<file path="src/rtl/slcd_pkg.sv">
// Shared types, codes and constants for the serial LCD text writer.
package slcd_pkg;

    // Operation codes carried on the func field.
    typedef enum logic [1:0] {
        FUNC_CMD    = 2'd0,
        FUNC_DATA   = 2'd1,
        FUNC_CURSOR = 2'd2,
        FUNC_PAIR   = 2'd3
    } func_t;

    // Frame constants of the controller's serial protocol.
    localparam logic [7:0] SYNC_CMD  = 8'hF8;
    localparam logic [7:0] SYNC_DATA = 8'hFA;
    localparam logic [7:0] NIBBLE_HI = 8'hF0;
    localparam logic [7:0] FUNC_SET  = 8'h30;

    // Byte positions inside one three-byte frame.
    localparam logic [1:0] POS_SYNC = 2'd0;
    localparam logic [1:0] POS_HIGH = 2'd1;
    localparam logic [1:0] POS_LOW  = 2'd2;

    // Default depth of the job queue between front and back.
    localparam int QUEUE_DEPTH_DEF = 2;

    // One classified item: up to three frames, each a data/command flag and a byte.
    typedef struct packed {
        logic [1:0]      last_frame;
        logic [2:0]      is_data;
        logic [2:0][7:0] bytes;
    } job_t;

    // DDRAM address base of each text row.
    function automatic logic [7:0] row_base(input logic [1:0] r);
        logic [7:0] b;
        case (r)
            2'd0:    b = 8'h80;
            2'd1:    b = 8'h90;
            2'd2:    b = 8'h88;
            default: b = 8'h98;
        endcase
        return b;
    endfunction

endpackage

</file>
<file path="src/rtl/slcd_front.sv">
// Front end: accepts items, keeps the text cursor and classifies items into frame jobs.
module slcd_front import slcd_pkg::*;
(
    input  logic       clk,
    input  logic       rst_n,
    input  logic       in_valid,
    output logic       in_ready,
    input  logic [1:0] func,
    input  logic [7:0] value,
    input  logic [7:0] second_char,
    input  logic [1:0] row,
    input  logic [2:0] col,
    output logic       push_valid,
    input  logic       push_ready,
    output job_t       push_job
);

    logic [1:0] cursor_row_reg, cursor_row_next;
    logic [3:0] cursor_col_reg, cursor_col_next;
    logic [1:0] eff_row;
    logic [3:0] eff_col;
    logic       accept;

    assign push_valid = in_valid;
    assign in_ready   = push_ready;
    assign accept     = in_valid && push_ready;

    // A full column wraps to the start of the next row before a pair is placed.
    always_comb
    begin
        if (cursor_col_reg[3])
        begin
            eff_col = 4'd0;
            eff_row = cursor_row_reg + 2'd1;
        end
        else
        begin
            eff_col = cursor_col_reg;
            eff_row = cursor_row_reg;
        end
    end

    // Classify the word and work out the cursor update.
    always_comb
    begin
        push_job        = '0;
        cursor_row_next = cursor_row_reg;
        cursor_col_next = cursor_col_reg;
        case (func_t'(func))
            FUNC_CMD:
            begin
                push_job.last_frame = 2'd0;
                push_job.bytes[0]   = value;
            end
            FUNC_DATA:
            begin
                push_job.last_frame = 2'd1 - 2'd1;
                push_job.is_data[0] = 1'b1;
                push_job.bytes[0]   = value;
            end
            FUNC_CURSOR:
            begin
                cursor_row_next     = row;
                cursor_col_next     = {1'b0, col};
                push_job.last_frame = 2'd1;
                push_job.bytes[0]   = FUNC_SET;
                push_job.bytes[1]   = row_base(row) + {5'd0, col};
            end
            FUNC_PAIR:
            begin
                cursor_row_next     = eff_row;
                cursor_col_next     = eff_col + 4'd1;
                push_job.last_frame = 2'd2;
                push_job.is_data    = 3'b110;
                push_job.bytes[0]   = row_base(eff_row) + {5'd0, eff_col[2:0]};
                push_job.bytes[1]   = value;
                push_job.bytes[2]   = second_char;
            end
            default:
            begin
                push_job = '0;
            end
        endcase
    end

    // Cursor state.
    always_ff @(posedge clk or negedge rst_n)
    begin
        if (!rst_n)
        begin
            cursor_row_reg <= 2'd0;
            cursor_col_reg <= 4'd0;
        end
        else if (accept)
        begin
            cursor_row_reg <= cursor_row_next;
            cursor_col_reg <= cursor_col_next;
        end
    end

endmodule

</file>
<file path="src/rtl/slcd_queue.sv">
// Short job queue that decouples the front end from the byte emitter.
module slcd_queue import slcd_pkg::*;
#(
    parameter int DEPTH = QUEUE_DEPTH_DEF
)
(
    input  logic clk,
    input  logic rst_n,
    input  logic push_valid,
    output logic push_ready,
    input  job_t push_job,
    output logic pop_valid,
    input  logic pop_ready,
    output job_t pop_job
);

    localparam int PTR_W = (DEPTH > 1) ? $clog2(DEPTH) : 1;
    localparam int CNT_W = $clog2(DEPTH + 1);
    localparam logic [PTR_W-1:0] PTR_LAST = PTR_W'(DEPTH - 1);
    localparam logic [CNT_W-1:0] CNT_FULL = CNT_W'(DEPTH);

    job_t             store_reg [DEPTH];
    logic [PTR_W-1:0] wr_ptr_reg;
    logic [PTR_W-1:0] rd_ptr_reg;
    logic [CNT_W-1:0] count_reg;
    logic             do_push;
    logic             do_pop;

    assign push_ready = (count_reg != CNT_FULL);
    assign pop_valid  = (count_reg != '0);
    assign pop_job    = store_reg[rd_ptr_reg];
    assign do_push    = push_valid && push_ready;
    assign do_pop     = pop_valid && pop_ready;

    // Entry storage; no reset needed on payload.
    always_ff @(posedge clk)
    begin
        if (do_push)
        begin
            store_reg[wr_ptr_reg] <= push_job;
        end
    end

    // Pointers and fill count.
    always_ff @(posedge clk or negedge rst_n)
    begin
        if (!rst_n)
        begin
            wr_ptr_reg <= '0;
            rd_ptr_reg <= '0;
            count_reg  <= '0;
        end
        else
        begin
            if (do_push)
            begin
                wr_ptr_reg <= (wr_ptr_reg == PTR_LAST) ? '0 : wr_ptr_reg + 1'b1;
            end
            if (do_pop)
            begin
                rd_ptr_reg <= (rd_ptr_reg == PTR_LAST) ? '0 : rd_ptr_reg + 1'b1;
            end
            if (do_push && !do_pop)
            begin
                count_reg <= count_reg + 1'b1;
            end
            else if (do_pop && !do_push)
            begin
                count_reg <= count_reg - 1'b1;
            end
        end
    end

endmodule

</file>
<file path="src/rtl/slcd_back.sv">
// Back end: walks a job frame by frame and emits one frame byte per word.
module slcd_back import slcd_pkg::*;
(
    input  logic       clk,
    input  logic       rst_n,
    input  logic       pop_valid,
    output logic       pop_ready,
    input  job_t       pop_job,
    output logic       out_valid,
    input  logic       out_ready,
    output logic [7:0] frame_byte,
    output logic       frame_end,
    output logic       last
);

    logic [1:0] frame_idx_reg;
    logic [1:0] byte_idx_reg;
    logic       out_valid_reg;
    logic [7:0] frame_byte_reg;
    logic       frame_end_reg;
    logic       last_reg;

    logic       load;
    logic [7:0] cur_byte;
    logic [7:0] byte_next;
    logic       end_next;
    logic       last_next;

    assign load = pop_valid && (!out_valid_reg || out_ready);

    // Select the byte for the current position in the frame.
    always_comb
    begin
        cur_byte = pop_job.bytes[frame_idx_reg];
        case (byte_idx_reg)
            POS_SYNC: byte_next = pop_job.is_data[frame_idx_reg] ? SYNC_DATA : SYNC_CMD;
            POS_HIGH: byte_next = cur_byte & NIBBLE_HI;
            POS_LOW:  byte_next = {cur_byte[3:0], 4'd0};
            default:  byte_next = 8'd0;
        endcase
        end_next  = (byte_idx_reg == POS_LOW);
        last_next = end_next && (frame_idx_reg == pop_job.last_frame);
    end

    // The job leaves the queue with its final byte.
    assign pop_ready = load && last_next;

    // Position counters and output register.
    always_ff @(posedge clk or negedge rst_n)
    begin
        if (!rst_n)
        begin
            frame_idx_reg <= 2'd0;
            byte_idx_reg  <= POS_SYNC;
            out_valid_reg <= 1'b0;
        end
        else
        begin
            if (load)
            begin
                out_valid_reg <= 1'b1;
                if (last_next)
                begin
                    frame_idx_reg <= 2'd0;
                    byte_idx_reg  <= POS_SYNC;
                end
                else if (end_next)
                begin
                    frame_idx_reg <= frame_idx_reg + 2'd1;
                    byte_idx_reg  <= POS_SYNC;
                end
                else
                begin
                    byte_idx_reg <= byte_idx_reg + 2'd1;
                end
            end
            else if (out_ready)
            begin
                out_valid_reg <= 1'b0;
            end
        end
    end

    // Payload of the output register.
    always_ff @(posedge clk)
    begin
        if (load)
        begin
            frame_byte_reg <= byte_next;
            frame_end_reg  <= end_next;
            last_reg       <= last_next;
        end
    end

    assign out_valid  = out_valid_reg;
    assign frame_byte = frame_byte_reg;
    assign frame_end  = frame_end_reg;
    assign last       = last_reg;

endmodule

</file>
<file path="src/rtl/serial_lcd_text_writer.sv">
// Top level of the serial LCD text writer: front end, job queue and byte emitter.
//
// Input channel (in_valid/in_ready) takes one operation word: write command,
// write data, set cursor or put character pair. Output channel
// (out_valid/out_ready) gives one serial frame byte per word, with frame_end
// on the third byte of each frame and last on the final byte of an operation.
// An operation yields 3 bytes (command, data), 6 (set cursor) or 9 (pair).
// The first byte of an operation is written into a queue entry at the accepting
// edge and then registered into the emitter's output register once the emitter
// is free. The emitter produces one byte per cycle while out_ready stays high
// and the queue holds a job.
// The front end keeps the text cursor and accepts a new word whenever the job
// queue has room, so it keeps working while the receiver stalls; once the
// queue fills, in_ready drops until the emitter frees an entry.
// Reset clears the cursor to row 0, column 0, empties the queue and drops
// out_valid.
module serial_lcd_text_writer import slcd_pkg::*;
#(
    parameter int QUEUE_DEPTH = QUEUE_DEPTH_DEF
)
(
    input  logic       clk,
    input  logic       rst_n,
    input  logic       in_valid,
    output logic       in_ready,
    input  logic [1:0] func,
    input  logic [7:0] value,
    input  logic [7:0] second_char,
    input  logic [1:0] row,
    input  logic [2:0] col,
    output logic       out_valid,
    input  logic       out_ready,
    output logic [7:0] frame_byte,
    output logic       frame_end,
    output logic       last
);

    logic push_valid;
    logic push_ready;
    job_t push_job;
    logic pop_valid;
    logic pop_ready;
    job_t pop_job;

    // Classification and cursor.
    slcd_front u_front (
        .clk         (clk),
        .rst_n       (rst_n),
        .in_valid    (in_valid),
        .in_ready    (in_ready),
        .func        (func),
        .value       (value),
        .second_char (second_char),
        .row         (row),
        .col         (col),
        .push_valid  (push_valid),
        .push_ready  (push_ready),
        .push_job    (push_job)
    );

    // Job queue.
    slcd_queue #(
        .DEPTH (QUEUE_DEPTH)
    ) u_queue (
        .clk        (clk),
        .rst_n      (rst_n),
        .push_valid (push_valid),
        .push_ready (push_ready),
        .push_job   (push_job),
        .pop_valid  (pop_valid),
        .pop_ready  (pop_ready),
        .pop_job    (pop_job)
    );

    // Byte emitter.
    slcd_back u_back (
        .clk        (clk),
        .rst_n      (rst_n),
        .pop_valid  (pop_valid),
        .pop_ready  (pop_ready),
        .pop_job    (pop_job),
        .out_valid  (out_valid),
        .out_ready  (out_ready),
        .frame_byte (frame_byte),
        .frame_end  (frame_end),
        .last       (last)
    );

endmodule

</file>
<file path="config.mk">
export PLATFORM = sky130hd
export DESIGN_NAME = serial_lcd_text_writer
export DESIGN_NICKNAME = d
export VERILOG_FILES = /design/src/rtl/slcd_pkg.sv /design/src/rtl/slcd_front.sv /design/src/rtl/slcd_queue.sv /design/src/rtl/slcd_back.sv /design/src/rtl/serial_lcd_text_writer.sv
export SDC_FILE = /design/constraint.sdc
export NUM_CORES = 1
export LEC_CHECK = 0
export BUFFER_PORTS_ARGS = -buffer_cell sky130_fd_sc_hd__buf_2
export CAP_MARGIN = 20
export CORE_MARGIN = 2
export CORE_UTILIZATION = 53
export DETAILED_ROUTE_END_ITERATION = 12
export GPL_TIMING_DRIVEN = 0
export PLACE_DENSITY_LB_ADDON = 0.25
export RECOVER_POWER = 25
export SYNTH_ARGS = -nofsm -noshare
export SYNTH_HDL_FRONTEND = slang
export SYNTH_HIERARCHICAL = 1
export SYNTH_SLANG_ARGS = --single-unit
</file>
<file path="constraint.sdc">
create_clock -name clk -period 2.2 [get_ports clk]
set_clock_uncertainty 0.15 [all_clocks]
set_input_delay 0.44 -clock clk [delete_from_list [all_inputs] [get_ports clk]]
set_output_delay 0.44 -clock clk [all_outputs]
set_load 0.02 [all_outputs]
</file>
==> metrics <==
Die H 88.5 um; worst-skew pair later-pin latency ~0.35 ns; CP required 2.32 ns; commonest non-fill, non-tap cell in the layout edfxtp_1; Vias/cell 5.45; IO buf count 36; Syn-to-layout area delta 15.8%; initial antenna violation count 0; minimum clock period 2.22 ns; Core ar. 6830 um^2; DP Wirelength between 5 and 6 mm; HP Class in2reg; most frequent cells in the layout edfxtp_1 (66), buf_2 (35), mux2_2 (35), nand2_1 (21), dfrtp_1 (15); clock-pin slew on the worst setup and hold paths 0.08 ns; TritonCTS clock tree done; Die Footprint slightly below 8000 um^2; Seq cells post-synth 81; asr flop ratio synth 18.5%; number of flops mapped to enable cells by yosys 66; Syn Inst Count 271; # IOs 39; register area share after synthesis between 60% and 70%; Place WS -0.207 ns; overall power 5.46 mW; diode count 0; total power per unit cell area 1250 nW/um^2; row cnt 30; Lkg Pwr approximately 1.7 nW; Max transition margin between 40% and 50%; max-cap viol count 0; setup_tns -0.0163 ns; ANT nets after route 0; critical path class reg2reg; clock root buffer clkbuf_8; Setup violations, final 1; max reg flops between 50 and 60; Worst Tran Pin Value between 0.8 and 0.9 ns; starting DRC count in detailed routing around 180; fmax between 0.4 and 0.5 GHz; WL final 7.42 mm; Nets about 350; final hold viol count 0; Bufs on Longest Clock Path 2; Worst Path Arrival about 2.3 ns; final worst slack -0.0163 ns; outcome complete, but fails checks; GRT Util Overall around a fifth; Critical Path Sink Type flip-flop; Placed Area a little over 4000 um^2; first-pass GRT wire length ~12 mm; Crit Path Max Fanout 3; utilization after layout 64.1%; synthesized area per cell 13.9 um^2; failing checks negative setup slack; post-route clock period utilization 101%; vias in the first global route about 2200; average routed wire per standard cell roughly 17 um; Final Slew Violations 0; Sink Count 81; layout cells sized above 1 between 30% and 40%; Placer Congestion approximately 0.83; Synth Flop Type edfxtp_1; CP Launch Type flip-flop; CTS H-tree depth 3; cell area after synthesis 3780 um^2; drt first pass iters 4; Starting Density 55.3%; DRC 0; Vias around 2300; final instance area between 4000 and 5000 um^2; largest net degree at the start of global routing 30; total global routing overflow 0; IR drop worst, VDD ~0.0007 V; Syn. warnings 6; TritonCTS Buffers 9; Synth cell types 45; Die W approximately 88 um; RSZ-0062 raised after global routing true
==> synthesized netlist by cell type, drive strengths merged, types with 2 or more instances <==
master | number | area share [%]
a21oi | 3 | 0.40
a22oi | 6 | 1.2
a31oi | 2 | 0.33
a32oi | 5 | 1.2
and3 | 14 | 2.3
buf | 14 | 3.1
clkbuf | 3 | 0.30
dfrtp | 15 | 9.9
edfxtp | 66 | 52
ha | 2 | 0.66
inv | 11 | 1.1
mux2 | 40 | 12
mux2i | 6 | 1.6
nand2 | 22 | 2.4
nand2b | 4 | 0.86
nand3 | 3 | 0.53
nor2 | 12 | 1.2
nor2b | 8 | 1.6
o211ai | 2 | 0.40
o21ai | 8 | 1.1
o2bb2ai | 2 | 0.46
xnor2 | 7 | 1.6
xor2 | 2 | 0.46
==> path summary, 6_finish.rpt <==
path                       slack (ns)                   endpoint                 startpoint  cells after the start
max                             -0.02       u_queue/count_reg[1]         u_queue/rd_ptr_reg                     10
min in group asynchronous        0.58     u_back/byte_idx_reg[1]                      rst_n                      2
min reg2reg                      0.37  u_front/cursor_col_reg[0]  u_front/cursor_col_reg[0]                      2
min                              0.26  u_front/cursor_col_reg[1]                     col[1]                      3
max reg2reg                     -0.02       u_queue/count_reg[1]         u_queue/rd_ptr_reg                     10
max in group asynchronous        0.76         u_queue/wr_ptr_reg                      rst_n                      2
==> layout make-up <==
| class | instances | area, um^2 |
|---|---|---|
| Multi-Input combinational cell | 162 | 1300 |
| Inverter | 12 | 45.0 |
| Sequential cell | 81 | 2360 |
| Fill cell | 543 | 2450 |
| Clock inverter | 6 | 57.6 |
| Timing Repair Buffer | 42 | 231 |
| Buffer | 17 | 130 |
| Clock buffer | 10 | 138 |
| Tap cell | 96 | 120 |
==> cells by family after synthesis <==
kind of cell	synth area share, %
AND/OR/NAND/NOR	10.1
multiplexers	13.5
other	0.0992
flip-flops	62.4
buffers and inverters	4.63
XOR/XNOR	2.09
adder cells (fa/ha/maj)	0.662
AO/OA/AOI/OAI	6.55
==> worst max-delay path: stages, from the launching register on <==
cell,delay [ns]
dfrtp_1,0.41
buf_6,0.13
mux2_4,0.32
xnor2_2,0.13
and3_4,0.21
and3_4,0.18
nand2_4,0.05
ha_4,0.15
xor2_1,0.14
nor2_2,0.11
xor2_1,0.15
==> stage by stage <==
stage          cells  hold WS [ns]
2_1_floorplan    272      -0.00559
3_3_place_gp     404         0.221
3_5_place_dp     405         0.222
4_1_cts          426         0.253
5_1_grt          426         0.283
6_report         426         0.262
==> per-layer routing <==
layer  track usage (%)  vias to the layer above  part of all wire, %
li1                  -                     1105                    -
met1              28.2                     1123                   43
met2              32.3                       79                   49
met3              3.17                       15                  5.7
met4              9.50                        0                  2.3
met5                 0                        -                    0
==> power breakdown <==
| group | switching [mW] | internal (mW) |
|---|---|---|
| Combinational | 1.05 | 0.921 |
| Clock | 0.523 | 0.547 |
| Sequential | 0.212 | 2.21 |
==> timing repair <==
action / 4_1_cts / 5_1_grt
endpoints found under the setup margin: 2 / 1
hold endpoints to repair: 15 / 0
buffers inserted: 4 / 0
hold buffers: 1 / 0
pin swaps: 3 / 0
resized for setup: 4 / 0
Power figures use the tool's default switching activity.
